**src/sv/tfd_pkg.sv**
```systemverilog
// ============================================================================
// tfd_pkg
// Shared types and constants of the telemetry frame deframer.
// ============================================================================
package tfd_pkg;

    // Header bytes that open a frame.
    localparam logic [7:0] SYNC_FIRST  = 8'hAA;
    localparam logic [7:0] SYNC_SECOND = 8'hAF;

    // Frame layout, as byte positions within the frame.
    localparam logic [5:0] POS_AFTER_SYNC    = 6'd2;
    localparam logic [5:0] LONG_WORDS_START  = 6'd4;
    localparam logic [5:0] SHORT_WORDS_START = 6'd16;
    localparam logic [5:0] SHORT_WORDS_END   = 6'd40;

    // Total frame length in bytes, header included (legal range 40 to 64).
    localparam logic [6:0] FRAME_BYTES = 7'd41;

    // Index of the final field of a frame.
    localparam logic [3:0] LAST_INDEX = 4'd14;

    // One decoded field.
    typedef struct packed {
        logic        last;
        logic [31:0] value;
        logic [3:0]  index;
    } field_t;

endpackage

```
**src/sv/telemetry_frame_deframer.sv**
```systemverilog
// ============================================================================
// telemetry_frame_deframer
// Hunts for the 0xAA 0xAF header in a byte stream and emits one word per
// completed field of each 41-byte telemetry frame.
// ============================================================================
//
// Channel  Direction  Width  Contents
// s_       in         8      tdata[7:0] = rx_byte
// m_       out        40     tdata[3:0] = field_index, tdata[35:4] = field_value,
//                            tdata[39:36] = zero; tlast = last_field
//
// Each accepted byte is decoded in the same cycle it is taken, and any field
// it completes is loaded into the result register, so one byte per cycle is
// sustained. The result appears on m_ in the cycle after the completing byte.
// The input is stalled only while a result waits and m_tready is low.
// Reset (aresetn low, synchronous) returns the block to hunting for a header.
//
module telemetry_frame_deframer (
    input  logic        aclk,
    input  logic        aresetn,
    input  logic        s_tvalid,
    output logic        s_tready,
    input  logic [7:0]  s_tdata,    // [7:0] rx_byte
    output logic        m_tvalid,
    input  logic        m_tready,
    output logic [39:0] m_tdata,    // [3:0] field_index, [35:4] field_value, [39:36] zero
    output logic        m_tlast     // last_field
);
    import tfd_pkg::*;

    logic   accept;
    logic   res_valid;
    field_t res;
    field_t out_field;

    // A new byte is taken whenever the result register is empty or is being
    // emptied in this same cycle.
    assign s_tready = !m_tvalid || m_tready;
    assign accept   = s_tvalid && s_tready;

    tfd_parse u_parse (
        .aclk      (aclk),
        .aresetn   (aresetn),
        .accept    (accept),
        .rx_byte   (s_tdata),
        .res_valid (res_valid),
        .res       (res)
    );

    tfd_out_reg u_out_reg (
        .aclk      (aclk),
        .aresetn   (aresetn),
        .load      (res_valid),
        .load_data (res),
        .out_ready (m_tready),
        .out_valid (m_tvalid),
        .out_data  (out_field)
    );

    assign m_tdata = {4'd0, out_field.value, out_field.index};
    assign m_tlast = out_field.last;

    // The final-field mark goes with index 14 and nothing else.
    assert property (@(posedge aclk) disable iff (!aresetn)
        m_tvalid |-> (m_tlast == (m_tdata[3:0] == LAST_INDEX)))
        else $error("last mark does not match field index");

    // No field index beyond the last one is ever produced.
    assert property (@(posedge aclk) disable iff (!aresetn)
        m_tvalid |-> (m_tdata[3:0] <= LAST_INDEX))
        else $error("field index out of range");

    // Short fields are sign extended from bit 15.
    assert property (@(posedge aclk) disable iff (!aresetn)
        (m_tvalid && m_tdata[3:0] >= 4'd3) |->
            (m_tdata[35:20] == {16{m_tdata[19]}}))
        else $error("short field not sign extended");

    // A result is only produced by a byte that was actually accepted.
    assert property (@(posedge aclk) disable iff (!aresetn)
        res_valid |-> accept)
        else $error("result without an accepted byte");

endmodule

```
**src/sv/tfd_parse.sv**
```systemverilog
// ============================================================================
// tfd_parse
// Header hunt and field assembly, one received byte per accepted word.
// ============================================================================
module tfd_parse (
    input  logic              aclk,
    input  logic              aresetn,
    input  logic              accept,
    input  logic [7:0]        rx_byte,
    output logic              res_valid,
    output tfd_pkg::field_t   res
);
    import tfd_pkg::*;

    logic        saw_sync_reg,   saw_sync_next;
    logic        in_frame_reg,   in_frame_next;
    logic [5:0]  pos_reg,        pos_next;
    logic [23:0] partial_reg,    partial_next;
    logic [3:0]  count_reg,      count_next;
    logic [6:0]  pos_inc;
    logic [15:0] short_word;

    assign pos_inc    = {1'b0, pos_reg} + 7'd1;
    assign short_word = {partial_reg[7:0], rx_byte};

    always_comb begin
        saw_sync_next = saw_sync_reg;
        in_frame_next = in_frame_reg;
        pos_next      = pos_reg;
        partial_next  = partial_reg;
        count_next    = count_reg;
        res_valid     = 1'b0;
        res.index     = count_reg;
        res.last      = (count_reg == LAST_INDEX);
        res.value     = {partial_reg, rx_byte};

        if (accept) begin
            if (!in_frame_reg) begin
                if (saw_sync_reg && rx_byte == SYNC_SECOND) begin
                    in_frame_next = 1'b1;
                    pos_next      = POS_AFTER_SYNC;
                    count_next    = '0;
                    partial_next  = '0;
                    saw_sync_next = 1'b0;
                end else begin
                    saw_sync_next = (rx_byte == SYNC_FIRST);
                end
            end else begin
                if (pos_reg >= LONG_WORDS_START && pos_reg < SHORT_WORDS_START) begin
                    // The long words start on a multiple of four, so the low
                    // position bits give the byte's place within its word.
                    if (pos_reg[1:0] != 2'd3) begin
                        partial_next = {partial_reg[15:0], rx_byte};
                    end else begin
                        res_valid    = 1'b1;
                        res.value    = {partial_reg, rx_byte};
                        partial_next = '0;
                        count_next   = count_reg + 4'd1;
                    end
                end else if (pos_reg >= SHORT_WORDS_START && pos_reg < SHORT_WORDS_END) begin
                    if (!pos_reg[0]) begin
                        partial_next = {16'd0, rx_byte};
                    end else begin
                        res_valid    = 1'b1;
                        res.value    = {{16{short_word[15]}}, short_word};
                        partial_next = '0;
                        count_next   = count_reg + 4'd1;
                    end
                end

                if (pos_inc >= FRAME_BYTES) begin
                    in_frame_next = 1'b0;
                    saw_sync_next = 1'b0;
                    pos_next      = '0;
                    partial_next  = '0;
                    count_next    = '0;
                end else begin
                    pos_next = pos_inc[5:0];
                end
            end
        end
    end

    always_ff @(posedge aclk) begin
        if (!aresetn) begin
            saw_sync_reg <= 1'b0;
            in_frame_reg <= 1'b0;
            pos_reg      <= '0;
            partial_reg  <= '0;
            count_reg    <= '0;
        end else begin
            saw_sync_reg <= saw_sync_next;
            in_frame_reg <= in_frame_next;
            pos_reg      <= pos_next;
            partial_reg  <= partial_next;
            count_reg    <= count_next;
        end
    end

endmodule

```
**src/sv/tfd_out_reg.sv**
```systemverilog
// ============================================================================
// tfd_out_reg
// Result register that holds a decoded field until the sink takes it.
// ============================================================================
module tfd_out_reg (
    input  logic              aclk,
    input  logic              aresetn,
    input  logic              load,
    input  tfd_pkg::field_t   load_data,
    input  logic              out_ready,
    output logic              out_valid,
    output tfd_pkg::field_t   out_data
);
    import tfd_pkg::*;

    logic   valid_reg;
    field_t data_reg;

    always_ff @(posedge aclk) begin
        if (!aresetn) begin
            valid_reg <= 1'b0;
        end else if (load) begin
            valid_reg <= 1'b1;
        end else if (out_ready) begin
            valid_reg <= 1'b0;
        end
    end

    always_ff @(posedge aclk) begin
        if (load) begin
            data_reg <= load_data;
        end
    end

    assign out_valid = valid_reg;
    assign out_data  = data_reg;

endmodule
```
**config.mk**
```make
export PLATFORM = sky130hd
export DESIGN_NAME = telemetry_frame_deframer
export DESIGN_NICKNAME = d
export VERILOG_FILES = /design/src/sv/tfd_pkg.sv /design/src/sv/telemetry_frame_deframer.sv /design/src/sv/tfd_parse.sv /design/src/sv/tfd_out_reg.sv
export SDC_FILE = /design/constraint.sdc
export NUM_CORES = 1
export LEC_CHECK = 0
export BUFFER_PORTS_ARGS = -buffer_cell sky130_fd_sc_hd__buf_4
export CORE_MARGIN = 2
export CORE_UTILIZATION = 30
export CTS_CLUSTER_DIAMETER = 30
export CTS_CLUSTER_SIZE = 25
export DETAILED_ROUTE_END_ITERATION = 7
export MAX_ROUTING_LAYER = met4
export SLEW_MARGIN = 20
export SYNTH_ARGS = -nofsm -noshare
export SYNTH_HDL_FRONTEND = slang
export SYNTH_SLANG_ARGS = --single-unit
```
**constraint.sdc**
```tcl
create_clock -name aclk -period 9.7 [get_ports aclk]
set_input_delay 0.97 -clock aclk [delete_from_list [all_inputs] [get_ports aclk]]
set_output_delay 0.97 -clock aclk [all_outputs]
set_load 0.01 [all_outputs]
```
; ---- Word level (Yosys, flattened, before mapping)
; Index checks and enable logic that the tools add are counted.
; W data, S select, Z words.
[op_classes]
n_reduce_logical = 12
order_cmp = 5
n_mux = 36
add_sub_neg = 2
eq_ne = 8
[ops]
columns = operator, count
row1 = $mux W32, 5
row2 = $mux W24, 6
row3 = $mux W4, 7
row4 = $mux W6, 3
row5 = $eq A8 B8 Y1 const B, 2
row6 = $mux W1, 14
row7 = $ne A4 B4 Y1 const B, 3
row8 = $mux W8, 1
row9 = $add A6 B1 Y7 const B, 1
row10 = $ge A7 B6 Y1 const B, 1
row11 = $ge A6 B3 Y1 const B, 1
row12 = $ge A6 B5 Y1 const B, 1
row13 = $lt A6 B5 Y1 const B, 1
row14 = $lt A6 B6 Y1 const B, 1
row15 = $reduce_and A5 Y1, 1
row16 = $add A4 B1 Y4 const B, 1
row17 = $eq A4 B4 Y1 const B, 1
row18 = $logic_and A1 B1 Y1, 4
row19 = $ne A2 B2 Y1 const B, 2
row20 = $reduce_and A2 Y1, 2
row21 = $reduce_bool A2 Y1, 2
row22 = $reduce_and A3 Y1, 1
row23 = $logic_not A1 Y1, 1
row24 = $logic_or A1 B1 Y1, 1
[totals]
out_inout_bits = 43
elab_cells = 72
reg_bits = 74
input_bits = 12

; ---- Depth between registers and ports, before layout
; Gate-level depths: netlist of the first run.
[logic_depth]
ltp_word = 7
mapped_depth = 9
depth_no_buf = 7

; ---- By module
; From an unflattened synthesis of the first run, not the netlist that was laid out.
[hier_totals]
cells_unflattened = 296
hier_area_um2 = 3273.1
[by_module_without_submodules]
columns = mod, cells_per_inst, instances, area_each_um2, seq_area_each_um2
row1 = tfd_parse, 249, 1, 2064.5, 720.7
row2 = tfd_out_reg, 40, 1, 1152.4, 1131.1
row3 = telemetry_frame_deframer, 7, 1, 56.3, 0.0

; ---- Least setup slack after synthesis of the first run
; Ideal clock, no wire load.
[synth_timing]
path_type = input to register
from = in m_tready
to = reg u_out_reg.data_reg (netlist bit u_out_reg.out_data[0]) (enable)
arrival_ns = 3.435
path_slack_ns = 5.820
n_path_buf = 1
path_stages = 4
required_time_ns = 9.255
setup_ns = 0.445
path_cell_list = nand2b_1 -> nand3_1 -> clkbuf_1 -> a21oi_1
[synth_via]
elab_chain_len = 3
[synth_rtl]
columns = element, line
row1 = "start, declared", telemetry_frame_deframer.sv:25  ; input logic m_tready,
row2 = $logic_or A1 B1 Y1, telemetry_frame_deframer.sv:38  ; assign s_tready = !m_tvalid || m_tready;
row3 = $logic_and A1 B1 Y1, telemetry_frame_deframer.sv:39  ; assign accept = s_tvalid && s_tready;
row4 = $mux W1, tfd_parse.sv:37  ; if (accept) begin
row5 = named net res_valid, telemetry_frame_deframer.sv:32  ; logic res_valid;
row6 = "end signal, assigned", tfd_out_reg.sv:31  ; data_reg <= load_data;
row7 = "end, declared", tfd_out_reg.sv:17  ; field_t data_reg;
; The timed path passes the listed nets, and every way through them passes these cells.
; A chain may end at the register's enable or synchronous reset.

; ---- Final worst setup path of the first run
[layout_timing]
from = in m_tready
to = reg u_parse.partial_reg[5]
[layout_via]
elab_chain_len = 3
[layout_rtl]
columns = element, line
row1 = $logic_or A1 B1 Y1, telemetry_frame_deframer.sv:38
row2 = $logic_and A1 B1 Y1, telemetry_frame_deframer.sv:39
row3 = $reduce_and A3 Y1 (no line), -
row4 = "end signal, assigned", tfd_parse.sv:95  ; partial_reg <= partial_next;
row5 = "end, declared", tfd_parse.sv:18  ; logic [23:0] partial_reg, partial_next;
; Every way passes these cells.

==> run_results.csv, run 1 <==
group,metric,value,unit
synthesis,yosys-top-cells-area,"edfxtp_1, dfxtp_1, a32o_1, o21ai_0, nand2_1",
final_layout,fin_cells,437,
run_status,status,"completed",
drt,drt_iter0_drc,128,
synthesis,synth_cell_type_count,47,
placed_design,dp_cells,420,
cts,clkTransAtPathRegs,0.07,ns
final_layout,final_nets,316,
cts,cts-root-buf,"clkbuf_8",
placed_design,hpwl,4046,um
synthesis,async_reset_ff_share,0,%
synthesis,ys_warn_count,0,
worst_hold_path,min_path_type,"register to register",
final_layout,num_antenna_cells,0,
final_layout,drive_gt1_share,24.67,%
final_layout,syn_to_final_growth,22.78,%
final_layout,fillCellCount,955,
global_routing,grt_pass1_vias,2070,
cts,clk_latency,0.34,ns
synthesis,yosysTopAreaCellShare,37.39,%
global_routing,grt_overflow,0,
sta,rsz0062_at_grt,"no",
global_routing,track_usage,12.14,%
synthesis,synth_top_area_cell,"edfxtp_1",
synthesis,syn_avg_cell_area,11.89,sq um
sta,fmaxAchievable,347.3,MHz
sta,final-hold-violation-count,0,
sta,fin_skew,0.007007,ns
floorplan,die_area,10720,sq um
setup_path,cp_top_family,"simple AND/OR/NAND/NOR gates",
sta,max-slew-margin-rel,42.77,%
final_layout,post-route-util,37.67,%
global_routing,grt_max_degree,39,
drt,drtPass1Iterations,4,
floorplan,core_area,9684,sq um
final_layout,finalInstanceArea,3649,sq um
sta,tightest_slew,0.8560,ns
power_and_ir_drop,powerDensity,147.5,nW/um^2
drt,wl_met2,2575,um
cts,clkSinkCount,74,
floorplan,initial_core_util,30.68,%
drt,vias,2083,
cts,htreeDepth,3,
synthesis,seq_area_frac_synth,62.32,%
placed_design,place_congestion,0.8070,
drt,routed_wl,5945,um
setup_path,worst-path-buf-inv,1,
floorplan,io_pins,55,
drt,dr_wl_met3,427,um
cts,hold_buffers,0,
sta,report.final.slew_viol_count,0,
floorplan,chipHeight,103.5,um
setup_path,critPathSlowestCell,"nand3_1",
global_routing,grt_pass1_wl,10240,um
cts,cts_buffers,9,
setup_path,path_cells,"buf_4 -> nand2b_1 -> nand3_1 -> o31ai_2 -> o2111ai_1 -> nor2_2 -> a32o_1",
setup_path,max_stage_delay,0.62,ns
cts,cts_tree,"done",
drt,routedWlPerCell,13.60,um
drt,vias_per_cell,4.767,
placed_design,port_buffers,50,
synthesis,synth-edff-count,37,
sta,period_needed,2.880,ns
sta,setup_viol,0,
sta,fin_tns_setup,0,ns
setup_path,cp-start-kind,"primary input",
setup_path,worstPathRequired,9.98,ns
power_and_ir_drop,leakage,1.391,nW
job,maxCapViolCount,0,
drt,drc,0,
final_layout,largest_register_ffs,37,
cts,cts_resized,0,
setup_path,end_kind,"register",
setup_path,cp_max_fo,23,
drt,ant_nets,0,
sta,min_period_over_period,29.69,%
synthesis,netlist_area,2972,sq um
floorplan,row_count,36,
global_routing,grt_antenna_before_repair,0,
drt,wl_met1,2855,um
placed_design,placed_area,3457,sq um
drt,highest_layer,"met4",
synthesis,syn-instance-count,250,
setup_path,arrival,3.16,ns
synthesis,ys_seq_elements,74,
cts,cts_buffer_depth,2,
cts,cts_setup_buffers,0,
setup_path,path_class,"primary input to register",
power_and_ir_drop,ir_drop,0.00005169,V
floorplan,fp.dieW,103.5,um
sta,hold_ws,0.4810,ns
synthesis,synth_top_flop_cell,"edfxtp_1",
## synthesized netlist by cell type, types with 2 or more instances
cell / number
a211oi_1: 2
dfxtp_1: 37
a21oi_4: 2
nand3_1: 6
nor3_1: 3
a32o_1: 14
mux2i_1: 2
a21oi_1: 8
a22o_1: 10
ha_1: 5
xnor2_1: 3
inv_1: 7
edfxtp_1: 37
clkbuf_1: 7
a22oi_1: 3
nand2_1: 24
xor2_1: 2
a31oi_1: 3
and3_1: 4
nor2_1: 12
buf_2: 5
nand2b_1: 2
o21ai_0: 21
or3_1: 2
buf_4: 4
o21ai_1: 2
nor2b_1: 2
nor4_1: 2
## per-layer routing
layer  vias up  track usage, %
met5         -               -
li1       1021               -
met2        74           17.08
met3         9           3.335
met1       979           16.43
met4         0           5.212
## worst reg2reg max path: stages, from the launching register on
cell and delay (ns):
dfxtp_1 0.48, ha_1 0.42, xor2_1 0.12, or4_4 0.45, a21o_1 0.21, a21boi_0 0.50, a21oi_1 0.18, o22ai_1 0.18
## metrics by stage
stage / worst slack [ns] / power [mW]
floorplan: 5.820 / 0.3388
global placement: 6.337 / 0.3430
detailed placement: 6.229 / 0.3431
CTS: 6.592 / 0.5428
global route: 6.507 / 0.5598
finish: 6.820 / 0.5383
## layout make-up
class                           instances  area (sq um)  area share [%]
Sequential cell                        74          1852           50.75
Multi-Input combinational cell        154          1026           28.12
Timing Repair Buffer                   52         410.4           11.25
Tap cell                              133         166.4           4.561
Clock buffer                           11         131.4           3.601
Clock inverter                          5         32.53          0.8916
Inverter                                8         30.03          0.8230
## report_power, final
group / switching (mW) / leakage [nW] / internal, mW
sequential: 0.00000253 / 0.621 / 0.325
clock: 0.110 / 0.0870 / 0.0926
combinational: 0.00676 / 0.682 / 0.00383
total: 0.117 / 1.39 / 0.422
## layout by cell type, fill, tap and decap left out, drive strengths merged, types with 2 or more instances in the layout
master	n
nor2b	2
xor2	2
o221ai	2
o21ai	23
or3	2
edfxtp	37
and3	4
nor3	3
a22o	10
nor4	2
clkbuf	11
a211oi	2
nand3	6
clkinv	5
a22oi	3
a32o	14
nor2	13
mux2i	2
nand2	24
a31oi	3
inv	8
nand2b	2
a21oi	10
dfxtp	37
ha	5
buf	52
conb	4
xnor2	3
## logic make-up (layout without fill, tap and decap cells)
kind of cell | after synthesis | after routing | share of synthesized area (%)
compound gates | 74 | 74 | 18.69
xor+xnor | 5 | 5 | 1.474
fa+ha+maj | 5 | 5 | 2.105
buf+inv | 25 | 76 | 4.126
flops | 74 | 74 | 62.32
mux | 2 | 2 | 0.6737
other cells | 1 | 4 | 0.1262
simple gates | 64 | 64 | 10.48
## final timing paths
check / end / slack [ns] / from / cells after the start
setup / recovery: u_parse.partial_reg[5] / 6.82 / m_tready / 7
hold reg to reg: u_parse.partial_reg[17] / 0.48 / u_parse.partial_reg[17] / 1
setup reg to reg: u_parse.count_reg[1] / 7.09 / u_parse.pos_reg[0] / 7
hold / removal: u_parse.partial_reg[17] / 0.48 / u_parse.partial_reg[17] / 1
(Power assumes the default switching activity.)
==> run 2: changes to the inputs <==
ABC_AREA = 1   (was not set)
clock period = 2.66 ns   (was 9.7 ns; I/O delays follow)
==> run 2 against run 1 <==
Setup slack worse by 6.5 ns. Register-to-register slack worse by 6.8 ns. Critical path depth is 3 higher. Core utilization decreased by 1.0 points. Flip-flop and latch count unchanged. Non-clock buffer count is 5 higher. Synthesized cell count is 52% higher. Total power rose to 3.7 times the previous value. Critical path type is now register to register.
==> run_results.csv, run 2 <==
group,metric,value,unit
cts,clk_latency,0.35,ns
drt,vias_per_cell,4.625,
floorplan,chipHeight,109.7,um
sta,setup_viol,0,
final_layout,multi_input_area,1211,sq um
power_and_ir_drop,seqPwrFrac,59.5,%
final_layout,drive_gt1_share,19.95,%
placed_design,hpwl,5000,um
sta,period_needed,2.320,ns
worst_hold_path,min_path_type,"primary input to register",
setup_path,end_kind,"register",
cts,cts-root-buf,"clkbuf_8",
global_routing,use_met3,2.905,%
global_routing,met1_usage,15.63,%
sta,min_period_over_period,87.22,%
drt,vias,2641,
power_and_ir_drop,leakage,1.568,nW
floorplan,io_pins,55,
synthesis,yosysTopAreaCellShare,33.16,%
synthesis,synth_common_cells,"nand2_1, nor2_1, dfxtp_1, edfxtp_1, inv_1",
synthesis,synth_cell_type_count,33,
drt,ant_nets,0,
drt,drt_iter0_drc,152,
global_routing,grt_pass1_wl,11590,um
cts,cts_buffers,9,
final_layout,fillCellCount,1089,
sta,rsz0062_at_grt,"no",
setup_path,r2r_end,"u_parse.partial_reg[1]",
setup_path,reg2reg_slack,0.34,ns
final_layout,layout_commonest_cell,"nand2_1",
worst_hold_path,hold_start,"s_tdata[4]",
sta,max-slew-margin-rel,34.92,%
global_routing,grt_busiest_layer,"met2",
power_and_ir_drop,power.clock.fraction,38.1,%
cts,hold_buffers,0,
global_routing,grt_pass1_vias,2411,
final_layout,largest_register_ffs,37,
floorplan,row_count,38,
job,maxCapViolCount,0,
floorplan,core_area,10890,sq um
final_layout,final_nets,443,
worst_hold_path,hold_depth,1,
floorplan,initial_core_util,30.77,%
final_layout,seq_area,1852,sq um
power_and_ir_drop,p_switching,0.4494,mW
final_layout,num_antenna_cells,0,
cts,cts_resized,0,
drt,routedWlPerCell,12.37,um
final_layout,post-route-util,36.65,%
synthesis,async_reset_ff_share,0,%
synthesis,syn-instance-count,379,
final_layout,syn_to_final_growth,19.08,%
drt,drtPass1Iterations,5,
global_routing,grt_overflow,0,
synthesis,netlist_area,3351,sq um
sta,report.final.slew_viol_count,0,
setup_path,arrival,2.52,ns
global_routing,grt_util_met2,19.97,%
sta,fin_skew,0.007821,ns
synthesis,ys_warn_count,0,
placed_design,place_congestion,0.8529,
power_and_ir_drop,powerDensity,499.3,nW/um^2
cts,clkSinkCount,74,
cts,cts_setup_buffers,0,
placed_design,port_buffers,50,
sta,fmaxAchievable,431.0,MHz
power_and_ir_drop,combPwrFrac,2.4,%
sta,fin_tns_setup,0,ns
power_and_ir_drop,ir_drop,0.0001816,V
worst_hold_path,hold_end,"u_out_reg.out_data[8]",
setup_path,cp-start-kind,"register",
synthesis,synth_top_flop_cell,"edfxtp_1",
synthesis,ys_seq_elements,74,
setup_path,worstPathRequired,2.86,ns
cts,cts_tree,"done",
synthesis,synth-edff-count,37,
synthesis,seq_area_frac_synth,55.27,%
floorplan,die_area,12030,sq um
sta,final-hold-violation-count,0,
synthesis,synth_top_area_cell,"edfxtp_1",
synthesis,yosysMostFrequentCell,"nand2_1",
setup_path,regToRegStartpoint,"u_parse.pos_reg[0]",
cts,cts_buffer_depth,2,
setup_path,path_class,"register to register",
setup_path,rr_worst_depth,10,
drt,routed_wl,7064,um
global_routing,track_usage,12.80,%
cts,htreeDepth,3,
sta,tightest_slew,0.9751,ns
drt,drc,0,
final_layout,layout_common_cells,"nand2_1, buf_4, nor2_1, edfxtp_1, dfxtp_1",
power_and_ir_drop,swShare,22.55,%
global_routing,grt_max_degree,34,
synthesis,yosys-top-cells-area,"edfxtp_1, dfxtp_1, nand2_1, nand4_1, a21oi_1",
synthesis,syn_avg_cell_area,8.841,sq um
setup_path,cp_max_fo,32,
power_and_ir_drop,power.internal,1.543,mW
cts,clkTransAtPathRegs,0.08,ns
run_status,status,"completed",
global_routing,grt_antenna_before_repair,0,
floorplan,fp.dieW,109.7,um
run 2: cell types whose count changed after synthesis, moves of 4 or more:
cell      previous run  this run
nand2_1             24        87
nor2_1              12        39
nor2_2               1         6
buf_6                1         6
nand4_1              1        30
a22o_1              10         0
a32o_1              14         0
inv_1                7        36
clkbuf_1             7        11
a21oi_1              8        32
run 2: worst max-delay path, cell delays in order, from the launching register on:
cell     delay (ns)
dfxtp_1        0.45
ha_1           0.46
nand3_2        0.15
xor2_1         0.18
nand2_1        0.08
nand2_2        0.18
nand3_4        0.11
nand2_4        0.30
nor2_1         0.09
a21oi_1        0.13
nor2_1         0.05
run 2: area by class of cell:
class / count / area share [%]
Clock buffer: 10 / 3.198
Sequential cell: 74 / 46.41
Clock inverter: 6 / 1.035
Multi-Input combinational cell: 246 / 30.35
Tap cell: 140 / 4.390
Inverter: 38 / 3.575
Timing Repair Buffer: 57 / 11.04
run 2: stage by stage:
stage | power [mW] | hold WS [ns] | instances | cell area, sq um | setup slack [ns]
3_5_place_dp | 1.261 | 0.4636 | 555 | 3821 | 0.3943
6_report | 1.992 | 0.1069 | 571 | 3990 | 0.3399
3_3_place_gp | 1.260 | 0.4604 | 555 | 3821 | 0.5026
4_1_cts | 2.017 | 0.09231 | 571 | 3990 | 0.3744
2_1_floorplan | 1.240 | 0.3636 | 382 | 3362 | 0.2124
5_1_grt | 2.077 | 0.09189 | 571 | 3990 | 0.08756
run 2: how the worst max path moves through the flow:
stage | slack [ns] | start | cells past startpoint | endpoint
finish | 0.34 | u_parse.pos_reg[0] | 10 | u_parse.partial_reg[1]
CTS | 0.37 | u_parse.pos_reg[0] | 10 | u_parse.partial_reg[1]
global placement | 0.50 | u_parse.pos_reg[0] | 12 | u_parse.partial_reg[0]
detailed placement | 0.39 | u_parse.pos_reg[0] | 10 | u_parse.partial_reg[1]
global route | 0.09 | u_parse.pos_reg[0] | 12 | u_parse.partial_reg[1]
floorplan | 0.21 | u_parse.pos_reg[4] | 8 | u_out_reg.out_data[0]
run 2: cell families after synthesis:
group	synth area share, %
compound gates	8.178
flops	55.27
buf+inv	8.924
fa+ha+maj	1.867
other cells	0.1119
xor+xnor	0.7843
simple gates	24.87
run 2: layer usage:
layer	wire, um	vias to the layer above	part of all wire (%)
met4	101	0	1.4
li1	-	1345	-
met2	3423	65	48
met3	303	8	4.3
met1	3236	1223	46
met5	0	-	0
run 2: power by group through the flow:
stage | Combinational (mW) | Clock, mW | Sequential (mW)
finish | 0.0483 | 0.758 | 1.19
CTS | 0.0488 | 0.783 | 1.19
global route | 0.0541 | 0.837 | 1.19
detailed placement | 0.0486 | 0 | 1.21
global placement | 0.0473 | 0 | 1.21
floorplan | 0.0281 | 0 | 1.21
